--- config.mk ---
export PLATFORM = sky130hd
export DESIGN_NAME = power_sequencer_with_watchdog_unit
export DESIGN_NICKNAME = d
export VERILOG_FILES = /design/src/psw_pkg.sv /design/src/psw_cfg_regs.sv /design/src/psw_core.sv /design/src/power_sequencer_with_watchdog_unit.sv
export SDC_FILE = /design/constraint.sdc
export NUM_CORES = 1
export LEC_CHECK = 0
export ABC_AREA = 1
export BUFFER_PORTS_ARGS = -buffer_cell sky130_fd_sc_hd__buf_2
export CAP_MARGIN = 25
export CORE_MARGIN = 5
export CORE_UTILIZATION = 56
export CTS_BUF_LIST = sky130_fd_sc_hd__clkbuf_2 sky130_fd_sc_hd__clkbuf_4 sky130_fd_sc_hd__clkbuf_8
export DETAILED_ROUTE_END_ITERATION = 6
export PLACE_DENSITY = 0.83
export SYNTH_ARGS = -nofsm -noshare
export SYNTH_HDL_FRONTEND = slang
export SYNTH_SLANG_ARGS = --single-unit
export TNS_END_PERCENT = 50
--- constraint.sdc ---
create_clock -name clk -period 3 [get_ports clk]
set_clock_uncertainty 0.1 [all_clocks]
set_input_delay 0.15 -clock clk [delete_from_list [all_inputs] [get_ports clk]]
set_output_delay 0.15 -clock clk [all_outputs]
set_load 0.1 [all_outputs]
--- src/psw_pkg.sv ---
// Shared types, state codes and constants of the power sequencer with watchdog.
`default_nettype none
package psw_pkg;

	// Timer and register widths.
	localparam int TMR_W = 15;
	localparam int WDT_W = 16;

	// Sequence states, numbered as the host reads them.
	typedef enum logic [3:0] {
		S_OK           = 4'd0,
		S_TURN_OFF     = 4'd1,
		S_MIN_OFF      = 4'd2,
		S_OFF          = 4'd3,
		S_TURN_ON      = 4'd4,
		S_WAIT_PG      = 4'd5,
		S_PG_STABLE    = 4'd6,
		S_STBY_DELAY   = 4'd7,
		S_WAIT_AWAKE   = 4'd8,
		S_CLK_DELAY    = 4'd9,
		S_CORE_DELAY   = 4'd10,
		S_RST_ASSERT   = 4'd11,
		S_RST_DELAY    = 4'd12,
		S_RUNNING      = 4'd13,
		S_COLD_RESET   = 4'd14,
		S_SLEEP_DECIDE = 4'd15
	} seq_state_t;

	// Host request codes.
	localparam logic [1:0] REQ_NONE = 2'd0;
	localparam logic [1:0] REQ_WARM = 2'd1;
	localparam logic [1:0] REQ_COLD = 2'd2;
	localparam logic [1:0] REQ_OFF  = 2'd3;

	// LED event codes.
	localparam logic [1:0] LED_NONE = 2'd0;
	localparam logic [1:0] LED_OFF  = 2'd1;
	localparam logic [1:0] LED_RED  = 2'd2;

	// Configuration register indexes.
	localparam logic [2:0] CFG_WDT_TICKS   = 3'd0;
	localparam logic [2:0] CFG_MIN_OFF     = 3'd1;
	localparam logic [2:0] CFG_PG_TIMEOUT  = 3'd2;
	localparam logic [2:0] CFG_SLP_TIMEOUT = 3'd3;
	localparam logic [2:0] CFG_CORE_DELAY  = 3'd4;
	localparam logic [2:0] CFG_RST_PULSE   = 3'd5;
	localparam logic [2:0] CFG_STBY_PULSE  = 3'd6;
	localparam logic [2:0] CFG_SLP_DECIDE  = 3'd7;

	// Register reset values.
	localparam logic [WDT_W-1:0] RST_WDT_TICKS   = 16'hffff;
	localparam logic [TMR_W-1:0] RST_MIN_OFF     = 15'd2000;
	localparam logic [TMR_W-1:0] RST_PG_TIMEOUT  = 15'd200;
	localparam logic [TMR_W-1:0] RST_SLP_TIMEOUT = 15'd250;
	localparam logic [TMR_W-1:0] RST_CORE_DELAY  = 15'd150;
	localparam logic [TMR_W-1:0] RST_RST_PULSE   = 15'd100;
	localparam logic [TMR_W-1:0] RST_STBY_PULSE  = 15'd100;
	localparam logic [TMR_W-1:0] RST_SLP_DECIDE  = 15'd5100;

	// Fixed delays and watchdog limits.
	localparam logic [TMR_W-1:0] PWRGD_STABLE_MS   = 15'd100;
	localparam logic [TMR_W-1:0] RSMRST_DELAY_MS   = 15'd10;
	localparam logic [TMR_W-1:0] CLKPWRGD_DELAY_MS = 15'd5;
	localparam logic [WDT_W-1:0] WDT_MIN_TICKS     = 16'd1500;
	localparam logic [WDT_W-1:0] WDT_DEFAULT_TICKS = 16'd7500;
	localparam logic [WDT_W-1:0] WDT_ALL_ONES      = 16'hffff;

	// Configuration register set.
	typedef struct packed {
		logic [WDT_W-1:0] wdt_ticks;
		logic [TMR_W-1:0] min_off;
		logic [TMR_W-1:0] pg_timeout;
		logic [TMR_W-1:0] slp_timeout;
		logic [TMR_W-1:0] core_delay;
		logic [TMR_W-1:0] rst_pulse;
		logic [TMR_W-1:0] stby_pulse;
		logic [TMR_W-1:0] slp_decide;
	} cfg_t;

	// Output pin latches.
	typedef struct packed {
		logic hrst;
		logic core;
		logic clk;
		logic stby;
		logic supply;
	} lat_t;

	// Input item; the first field sits in the highest bits.
	typedef struct packed {
		logic [WDT_W-1:0] wdt_value;
		logic             wdt_load;
		logic [1:0]       host_request;
		logic             button_pressed;
		logic             host_awake;
		logic             power_good;
		logic             wdt_tick;
		logic             ms_tick;
	} in_item_t;

	// Result item; the first field sits in the highest bits.
	typedef struct packed {
		logic [WDT_W-1:0] wdt_remaining;
		logic [1:0]       led_event;
		logic             host_reset_active;
		logic             core_good;
		logic             clock_good;
		logic             standby_reset_released;
		logic             supply_on;
		logic [3:0]       failed_state;
		logic [3:0]       state_code;
	} out_item_t;

	// Actions chosen by the sequencer for one step.
	typedef struct packed {
		logic             tmr_done;
		logic             tmr_start;
		logic [TMR_W-1:0] tmr_value;
		lat_t             lat_wr;
		lat_t             lat_val;
		logic [1:0]       led;
		logic             wdt_reload;
		logic             wdt_consume;
	} act_t;

endpackage
`default_nettype wire

--- src/psw_cfg_regs.sv ---
// Configuration register file of the power sequencer.
`default_nettype none
module psw_cfg_regs (
	input  wire logic                      clk,
	input  wire logic                      arst_n,
	input  wire logic                      cfg_we,
	input  wire logic [2:0]                cfg_index,
	input  wire logic [psw_pkg::WDT_W-1:0] cfg_wdata,
	output psw_pkg::cfg_t                  cfg
);
	import psw_pkg::*;

	cfg_t cfg_q;

	// Register writes, masked to each register's width.
	always_ff @(posedge clk or negedge arst_n) begin
		if (!arst_n) begin
			cfg_q.wdt_ticks   <= RST_WDT_TICKS;
			cfg_q.min_off     <= RST_MIN_OFF;
			cfg_q.pg_timeout  <= RST_PG_TIMEOUT;
			cfg_q.slp_timeout <= RST_SLP_TIMEOUT;
			cfg_q.core_delay  <= RST_CORE_DELAY;
			cfg_q.rst_pulse   <= RST_RST_PULSE;
			cfg_q.stby_pulse  <= RST_STBY_PULSE;
			cfg_q.slp_decide  <= RST_SLP_DECIDE;
		end else if (cfg_we) begin
			unique case (cfg_index)
				CFG_WDT_TICKS:   cfg_q.wdt_ticks   <= cfg_wdata;
				CFG_MIN_OFF:     cfg_q.min_off     <= cfg_wdata[TMR_W-1:0];
				CFG_PG_TIMEOUT:  cfg_q.pg_timeout  <= cfg_wdata[TMR_W-1:0];
				CFG_SLP_TIMEOUT: cfg_q.slp_timeout <= cfg_wdata[TMR_W-1:0];
				CFG_CORE_DELAY:  cfg_q.core_delay  <= cfg_wdata[TMR_W-1:0];
				CFG_RST_PULSE:   cfg_q.rst_pulse   <= cfg_wdata[TMR_W-1:0];
				CFG_STBY_PULSE:  cfg_q.stby_pulse  <= cfg_wdata[TMR_W-1:0];
				CFG_SLP_DECIDE:  cfg_q.slp_decide  <= cfg_wdata[TMR_W-1:0];
				default:         cfg_q.wdt_ticks   <= cfg_q.wdt_ticks;
			endcase
		end
	end

	assign cfg = cfg_q;

endmodule
`default_nettype wire

--- src/psw_core.sv ---
// Sequencer state, millisecond timer, watchdog and the logic of one poll step.
`default_nettype none
module psw_core (
	input  wire logic   clk,
	input  wire logic   arst_n,
	input  wire logic   step,
	input  psw_pkg::in_item_t  item,
	input  psw_pkg::cfg_t      cfg,
	output psw_pkg::out_item_t result
);
	import psw_pkg::*;

	seq_state_t       seq_q, seq_d, seq_case;
	logic [TMR_W-1:0] tcnt_q, tcnt_t, tcnt_d;
	logic             trun_q, trun_d;
	logic             texp_q, texp_t, texp_d;
	logic [WDT_W-1:0] wdt_q, wdt_l, wdt_d, wdt_reload_val;
	logic             pend_q, pend_t, pend_d;
	lat_t             lat_q, lat_d;
	logic             fail;
	logic [3:0]       failed;
	act_t             act;

	// Timer tick, pending watchdog tick and watchdog load ahead of the step.
	always_comb begin
		tcnt_t = tcnt_q;
		texp_t = texp_q;
		if (item.ms_tick && trun_q && !texp_q) begin
			if (tcnt_q <= TMR_W'(1)) begin
				tcnt_t = '0;
				texp_t = 1'b1;
			end else begin
				tcnt_t = tcnt_q - TMR_W'(1);
			end
		end
		pend_t = pend_q | item.wdt_tick;
		wdt_l  = item.wdt_load ? item.wdt_value : wdt_q;
	end

	// Watchdog reload value; out-of-range settings select the default.
	assign wdt_reload_val = (cfg.wdt_ticks == WDT_ALL_ONES || cfg.wdt_ticks < WDT_MIN_TICKS)
		? WDT_DEFAULT_TICKS : cfg.wdt_ticks;

	// Next state and the actions of this step.
	always_comb begin
		seq_case = seq_q;
		fail     = 1'b0;
		act      = '0;
		unique case (seq_q)
			S_TURN_OFF: begin
				act.lat_wr    = '{hrst: 1'b0, core: 1'b1, clk: 1'b1, stby: 1'b1, supply: 1'b1};
				act.led       = LED_OFF;
				act.tmr_start = 1'b1;
				act.tmr_value = cfg.min_off;
				seq_case      = S_MIN_OFF;
			end
			S_MIN_OFF: begin
				if (texp_t) begin
					act.tmr_done = 1'b1;
					seq_case     = S_OFF;
				end
			end
			S_OFF: begin
				if (item.button_pressed) begin
					seq_case = S_TURN_ON;
				end
			end
			S_TURN_ON: begin
				act.lat_wr    = '{hrst: 1'b0, core: 1'b1, clk: 1'b1, stby: 1'b1, supply: 1'b1};
				act.lat_val   = '{hrst: 1'b0, core: 1'b0, clk: 1'b0, stby: 1'b0, supply: 1'b1};
				act.led       = LED_RED;
				act.tmr_start = 1'b1;
				act.tmr_value = cfg.pg_timeout;
				seq_case      = S_WAIT_PG;
			end
			S_WAIT_PG: begin
				if (item.power_good) begin
					act.tmr_start = 1'b1;
					act.tmr_value = PWRGD_STABLE_MS;
					seq_case      = S_PG_STABLE;
				end else if (texp_t) begin
					act.tmr_done = 1'b1;
					fail         = 1'b1;
				end
			end
			S_PG_STABLE: begin
				if (texp_t) begin
					act.tmr_done  = 1'b1;
					act.tmr_start = 1'b1;
					act.tmr_value = RSMRST_DELAY_MS;
					seq_case      = S_STBY_DELAY;
				end else if (!item.power_good) begin
					seq_case = S_WAIT_PG;
				end
			end
			S_STBY_DELAY: begin
				if (texp_t) begin
					act.tmr_done     = 1'b1;
					act.lat_wr.stby  = 1'b1;
					act.lat_val.stby = 1'b1;
					act.tmr_start    = 1'b1;
					act.tmr_value    = cfg.slp_timeout;
					seq_case         = S_WAIT_AWAKE;
				end
			end
			S_WAIT_AWAKE: begin
				if (texp_t) begin
					act.tmr_done = 1'b1;
					fail         = 1'b1;
				end else if (item.host_awake) begin
					act.tmr_start = 1'b1;
					act.tmr_value = CLKPWRGD_DELAY_MS;
					seq_case      = S_CLK_DELAY;
				end
			end
			S_CLK_DELAY: begin
				if (texp_t) begin
					act.tmr_done    = 1'b1;
					act.lat_wr.clk  = 1'b1;
					act.lat_val.clk = 1'b1;
					act.tmr_start   = 1'b1;
					act.tmr_value   = cfg.core_delay;
					seq_case        = S_CORE_DELAY;
				end
			end
			S_CORE_DELAY: begin
				if (texp_t) begin
					act.tmr_done     = 1'b1;
					act.lat_wr.core  = 1'b1;
					act.lat_val.core = 1'b1;
					act.wdt_reload   = 1'b1;
					seq_case         = S_RUNNING;
				end
			end
			S_RST_ASSERT: begin
				act.lat_wr.hrst  = 1'b1;
				act.lat_val.hrst = 1'b1;
				act.led          = LED_RED;
				act.tmr_start    = 1'b1;
				act.tmr_value    = cfg.rst_pulse;
				seq_case         = S_RST_DELAY;
			end
			S_RST_DELAY: begin
				if (texp_t) begin
					act.tmr_done    = 1'b1;
					act.lat_wr.hrst = 1'b1;
					act.wdt_reload  = 1'b1;
					seq_case        = S_RUNNING;
				end
			end
			S_RUNNING: begin
				if (item.button_pressed) begin
					seq_case = S_RST_ASSERT;
				end
				// Apart from a load of zero, the watchdog only reaches zero here when a pending tick takes it from one.
				if (wdt_l != '0) begin
					act.wdt_consume = pend_t;
					if (pend_t && wdt_l == WDT_W'(1)) begin
						seq_case = S_COLD_RESET;
					end
				end
			end
			S_COLD_RESET: begin
				act.lat_wr.stby = 1'b1;
				act.led         = LED_RED;
				act.tmr_start   = 1'b1;
				act.tmr_value   = cfg.stby_pulse;
				seq_case        = S_STBY_DELAY;
			end
			S_SLEEP_DECIDE: begin
				if (texp_t) begin
					act.tmr_done = 1'b1;
					seq_case     = item.host_awake ? S_COLD_RESET : S_TURN_OFF;
				end
			end
			default: begin
				// The idle code is not a valid sequence state.
				fail = 1'b1;
			end
		endcase

		// Power good loss late in the sequence, then host sleep entry.
		if (!fail && seq_case >= S_STBY_DELAY && !item.power_good) begin
			fail = 1'b1;
		end
		if (!fail && seq_case >= S_CLK_DELAY && seq_case != S_SLEEP_DECIDE
				&& !item.host_awake) begin
			act.tmr_start = 1'b1;
			act.tmr_value = cfg.slp_decide;
			seq_case      = S_SLEEP_DECIDE;
		end
		if (fail) begin
			seq_case = S_TURN_OFF;
		end

		// A host request overrides the state reached in the step.
		unique case (item.host_request)
			REQ_WARM: seq_d = S_RST_ASSERT;
			REQ_COLD: seq_d = S_COLD_RESET;
			REQ_OFF:  seq_d = S_TURN_OFF;
			default:  seq_d = seq_case;
		endcase
	end

	// Apply the step's actions to the timer, watchdog and pin latches.
	always_comb begin
		if (act.tmr_start) begin
			tcnt_d = act.tmr_value;
			trun_d = 1'b1;
			texp_d = 1'b0;
		end else begin
			tcnt_d = tcnt_t;
			trun_d = trun_q & ~act.tmr_done;
			texp_d = texp_t & ~act.tmr_done;
		end
		if (act.wdt_reload) begin
			wdt_d = wdt_reload_val;
		end else if (act.wdt_consume) begin
			wdt_d = wdt_l - WDT_W'(1);
		end else begin
			wdt_d = wdt_l;
		end
		pend_d = pend_t & ~act.wdt_consume;
		lat_d  = lat_t'((lat_q & ~act.lat_wr) | (act.lat_val & act.lat_wr));
		failed = fail ? seq_q : 4'd0;
	end

	// Result item of the step.
	always_comb begin
		result.state_code             = seq_d;
		result.failed_state           = failed;
		result.supply_on              = lat_d.supply;
		result.standby_reset_released = lat_d.stby;
		result.clock_good             = lat_d.clk;
		result.core_good              = lat_d.core;
		result.host_reset_active      = lat_d.hrst;
		result.led_event              = act.led;
		result.wdt_remaining          = wdt_d;
	end

	// State registers advance once per accepted step.
	always_ff @(posedge clk or negedge arst_n) begin
		if (!arst_n) begin
			seq_q  <= S_TURN_ON;
			tcnt_q <= '0;
			trun_q <= 1'b0;
			texp_q <= 1'b0;
			wdt_q  <= '0;
			pend_q <= 1'b0;
			lat_q  <= '0;
		end else if (step) begin
			seq_q  <= seq_d;
			tcnt_q <= tcnt_d;
			trun_q <= trun_d;
			texp_q <= texp_d;
			wdt_q  <= wdt_d;
			pend_q <= pend_d;
			lat_q  <= lat_d;
		end
	end

`ifndef SYNTHESIS
	// An expired timer is still marked running until the expiry is read.
	assert property (@(posedge clk) disable iff (!arst_n) texp_q |-> trun_q)
		else $error("timer expired while not running");

	// Expiry always leaves the count at zero.
	assert property (@(posedge clk) disable iff (!arst_n) texp_q |-> (tcnt_q == '0))
		else $error("timer expired with a nonzero count");

	// The sequence state moves only on an accepted step.
	assert property (@(posedge clk) disable iff (!arst_n) !step |=> $stable(seq_q))
		else $error("sequence state changed without a step");
`endif

endmodule
`default_nettype wire

--- src/power_sequencer_with_watchdog_unit.sv ---
// Top level: input register, sequencer step and output register of the power sequencer.
// An accepted item moves from the input register through the step logic into the output register.
// Throughput: one poll item per cycle while m_tready holds; the step logic sits between the input and output registers.
// The input register stays ready while a result waits, as long as the output register can load.
// Reset (arst_n low, asynchronous): sequencer to turn-on, timer, watchdog and pin latches cleared,
// configuration registers to their defaults, both registers empty.
`default_nettype none
module power_sequencer_with_watchdog_unit (
	input  wire logic        clk,
	input  wire logic        arst_n,
	input  wire logic        s_tvalid,
	output logic             s_tready,
	// ms_tick, wdt_tick, power_good, host_awake, button_pressed, host_request[1:0],
	// wdt_load, wdt_value[15:0]
	input  wire logic [23:0] s_tdata,
	output logic             m_tvalid,
	input  wire logic        m_tready,
	// state_code[3:0], failed_state[3:0], supply_on, standby_reset_released, clock_good,
	// core_good, host_reset_active, led_event[1:0], wdt_remaining[15:0], zero pad
	output logic [31:0]      m_tdata,
	input  wire logic        cfg_we,
	input  wire logic [2:0]  cfg_index,
	input  wire logic [15:0] cfg_wdata
);
	import psw_pkg::*;

	logic      valid_s1;
	in_item_t  item_s1;
	logic      out_valid_q;
	out_item_t out_q;
	out_item_t result;
	cfg_t      cfg;
	logic      step;

	// A step runs when an item is held and the output register can take its result.
	assign step     = valid_s1 && (!out_valid_q || m_tready);
	assign s_tready = !valid_s1 || step;

	psw_cfg_regs u_cfg (
		.clk       (clk),
		.arst_n    (arst_n),
		.cfg_we    (cfg_we),
		.cfg_index (cfg_index),
		.cfg_wdata (cfg_wdata),
		.cfg       (cfg)
	);

	psw_core u_core (
		.clk    (clk),
		.arst_n (arst_n),
		.step   (step),
		.item   (item_s1),
		.cfg    (cfg),
		.result (result)
	);

	// Input register.
	always_ff @(posedge clk or negedge arst_n) begin
		if (!arst_n) begin
			valid_s1 <= 1'b0;
		end else if (s_tready) begin
			valid_s1 <= s_tvalid;
		end
	end

	always_ff @(posedge clk) begin
		if (s_tready && s_tvalid) begin
			item_s1 <= in_item_t'(s_tdata);
		end
	end

	// Output register.
	always_ff @(posedge clk or negedge arst_n) begin
		if (!arst_n) begin
			out_valid_q <= 1'b0;
		end else if (step) begin
			out_valid_q <= 1'b1;
		end else if (m_tready) begin
			out_valid_q <= 1'b0;
		end
	end

	always_ff @(posedge clk) begin
		if (step) begin
			out_q <= result;
		end
	end

	assign m_tvalid = out_valid_q;
	assign m_tdata  = {1'b0, out_q};

`ifndef SYNTHESIS
	// A held item waits in the input register until it is stepped.
	assert property (@(posedge clk) disable iff (!arst_n) valid_s1 && !step |=> valid_s1)
		else $error("input item dropped before its step");

	// Each step leaves a result in the output register.
	assert property (@(posedge clk) disable iff (!arst_n) step |=> out_valid_q)
		else $error("step without a result");
`endif

endmodule
`default_nettype wire
==> results.json <==
{
  "grt_antenna_before_repair": 0,
  "cts_tree": "built",
  "yosysSeqAreaShare": 0.541,
  "violations": "negative setup slack",
  "synth_cell_types": 51,
  "min_path_type": "in2async",
  "synthTopCellsByCount": "399 x nand2_1, 143 x o21ai_0, 116 x dfrtp_1, 100 x inv_1, 97 x nor2_1",
  "setup.worst_path.start": "item_s1[7]",
  "postSynth.asyncResetShare": 0.751,
  "setup_tns_ps": -1600,
  "cp.buffers_inverters": 4,
  "num_io_pins": 82,
  "maxSlewViolCount": 0,
  "slew_headroom": 0.341,
  "wl_met1_um": 12000,
  "synth-main-ff-cell": "dfrtp_1",
  "place.gp.congestion": 0.933,
  "dieArea_mm2": 0.0223,
  "drtIter0Drc": 781,
  "grt_overflow": 0,
  "wirelength_um": 28800,
  "die_h_um": 149,
  "end_kind": "register",
  "wl_met3_um": 1960,
  "globalRouteTotalUtil": 0.254,
  "required_ps": 3320,
  "status": "complete, but fails checks",
  "drtPass1Iterations": 5,
  "n_fill_cell": 1494,
  "timing.final.crit_share": 1.05,
  "yosysTopAreaCellShare": 0.268,
  "h-tree-depth": 2,
  "avgSynthCellArea_um2": 8.51,
  "slowest_stage": "edfxtp_1",
  "path_class": "reg2reg",
  "clock_latency_ps": 540,
  "die_w_um": 149,
  "ys_ff_latch": 221,
  "synth_edf_count": 55,
  "ys_warn_count": 0,
  "cp_max_fo": 7,
  "rows": 51,
  "rsz0062_at_grt": "yes",
  "syn2layout_area_growth_pct": 21.9,
  "grt_pass1_wl_um": 45700,
  "utilization": 0.686,
  "io_buffers": 80,
  "nNetsFinal": 1498,
  "setup_viol": 16,
  "hold_viol": 0,
  "ant_nets": 0,
  "drcViolationCount": 0,
  "cts_buffers": 37,
  "crit_path_start_kind": "register",
  "cts.sinks": 221,
  "post-route-min-period_ps": 3140,
  "crit_family": "simple AND/OR/NAND/NOR gates",
  "syn_area_mm2": 0.0108,
  "place_ws_ps": -39.2,
  "leakage_nw": 6.26,
  "crit_arrival_ps": 3460,
  "fin_ws_ps": -141,
  "grt_max_degree": 73,
  "worst_slew_pin_slew_ps": 986,
  "diodes": 0,
  "cts.path.max_buffers": 3,
  "maxCapViolCount": 0,
  "yosys.area.top_type": "dfrtp_1",
  "syn_inst": 1275,
  "synth_most_common_cell": "nand2_1",
  "vdd.ir_drop.worst_mv": 0.476,
  "path_clk_slew_ps": 70,
  "initial_core_util": 0.563,
  "crit_chain": "buf_6 > inv_4 > or2_4 > o21ai_4 > ha_4 > inv_2 > nand2_2 > nor2_1 > nand3_1 > nor2_1 > nand2_2 > nand2_2 > nand3_2 > nor2_1 > nand3_1 > nand3_2 > nand2_2 > nor2_4 > nand3_4 > nand3b_1 > buf_6 > nand2_8 > nand2_2 > nand2_1",
  "root_buffer": "clkbuf_8",
  "drive_above_1_share": 0.229,
  "grt_pass1_vias": 9169,
  "fmax_mhz": 318,
  "vias": 9560,
  "core_mm2": 0.0193,
  "wl_met2_um": 14200,
  "synth.area.top_cells": "dfrtp_1 27%, edfxtp_1 15%, nand2_1 14%, dfstp_2 12%, o21ai_0 6.6%",
  "routed_via_density": 5.51,
  "wl_per_cell_um": 16.6,
  "power.density_mw_per_mm2": 862,
  "report.power.total_w": 0.0114,
  "highest_layer": "met4",
  "hold_ws_ps": 102,
  "synthesis.nets": 1332,
  "cpPeakStageDelay_ps": 400,
  "hpwlAfterDp_um": 19000,
  "rr_startpoint": "item_s1[7]",
  "cpMostUsedCell": "nand2_2"
}
cell usage in the layout (no fill, tap or decap), types with 33 or more instances in the layout:
cell / n
dfstp_2: 50
o21ai_0: 138
dlygate4sd3_1: 45
buf_2: 79
clkbuf_8: 42
nor2_1: 93
dfrtp_1: 116
buf_4: 47
edfxtp_1: 55
nand2_2: 33
nand2_1: 380
inv_1: 97
nand3_1: 66
layout make-up:
class / instances / area (um^2) / share of cell area
sequential: 221 / 5870 / 0.444
multi-input combinational: 896 / 4540 / 0.344
timing repair buffer: 178 / 1290 / 0.0973
clock buffer: 53 / 661 / 0.0500
inverter: 107 / 413 / 0.0312
tap: 265 / 332 / 0.0251
clock inverter: 14 / 115 / 0.00871
kinds of logic after synthesis:
family,after synthesis,synth area share
simple gates,655,0.265
flops,221,0.541
compound gates,215,0.112
buf+inv,159,0.0598
xor+xnor,13,0.0105
fa+ha+maj,9,0.0104
mux,2,0.00196
other cells,1,0.000346
through the flow:
step,cells,area [um^2]
floorplan,1275,10900
global placement,1610,11700
detailed placement,1610,11700
CTS,1723,12900
global route,1734,13200
finish,1734,13200
worst paths after layout:
check	end	slack, ps	cells after the start
max in group asynchronous	u_cfg.cfg[119]	1840	3
hold reg to reg	u_cfg.cfg[79]	380	2
min in group clk	u_cfg.cfg[9]	130	6
hold / removal	u_cfg.cfg[93]	100	2
setup / recovery	u_core.tcnt_q[8]	-140	24
setup reg to reg	u_core.tcnt_q[8]	-140	24
state kept, by name (all words and copies together) (netlist names):
register and cells:
u_core.trun_q 1, u_core.lat_q 5, valid_s1 1, u_core.tcnt_q 15, item_s1 24, u_core.pend_q 1, m_tvalid 1, u_core.texp_q 1
u_core.seq_q 4, u_core.wdt_q 16, u_cfg.cfg 121, m_tdata 31
where the power goes:
part           switching, W  internal [W]  total (W)
combinational       0.00286       0.00135    0.00421
sequential         0.000472       0.00390    0.00437
clock               0.00122       0.00159    0.00281
routing by layer:
layer | track usage | vias to the layer above
li1 | - | 4538
met1 | 0.338 | 4573
met2 | 0.427 | 388
met3 | 0.0398 | 61
met4 | 0.0892 | 0
met5 | 0 | -
worst register-to-register path, stage by stage, from the launching register on:
cell	delay, ps
edfxtp_1	400
buf_6	150
inv_4	50
or2_4	120
o21ai_4	70
ha_4	180
inv_2	50
nand2_2	40
nor2_1	110
nand3_1	90
nor2_1	120
nand2_2	100
nand2_2	100
nand3_2	60
nor2_1	100
nand3_1	120
nand3_2	130
nand2_2	70
nor2_4	150
nand3_4	110
nand3b_1	210
buf_6	150
nand2_8	70
nand2_2	100
nand2_1	50
repair_timing:
item | 4_1_cts | 5_1_grt
hold buffers | 45 | 0
resized for setup | 6 | 54
gates cloned | 0 | 1
pin swaps | 0 | 21
setup buffers | 1 | 10
endpoints found under the hold margin | 214 | 0
endpoints found under the setup margin | 16 | 38
Note: power is estimated with default switching activity, not from simulation.
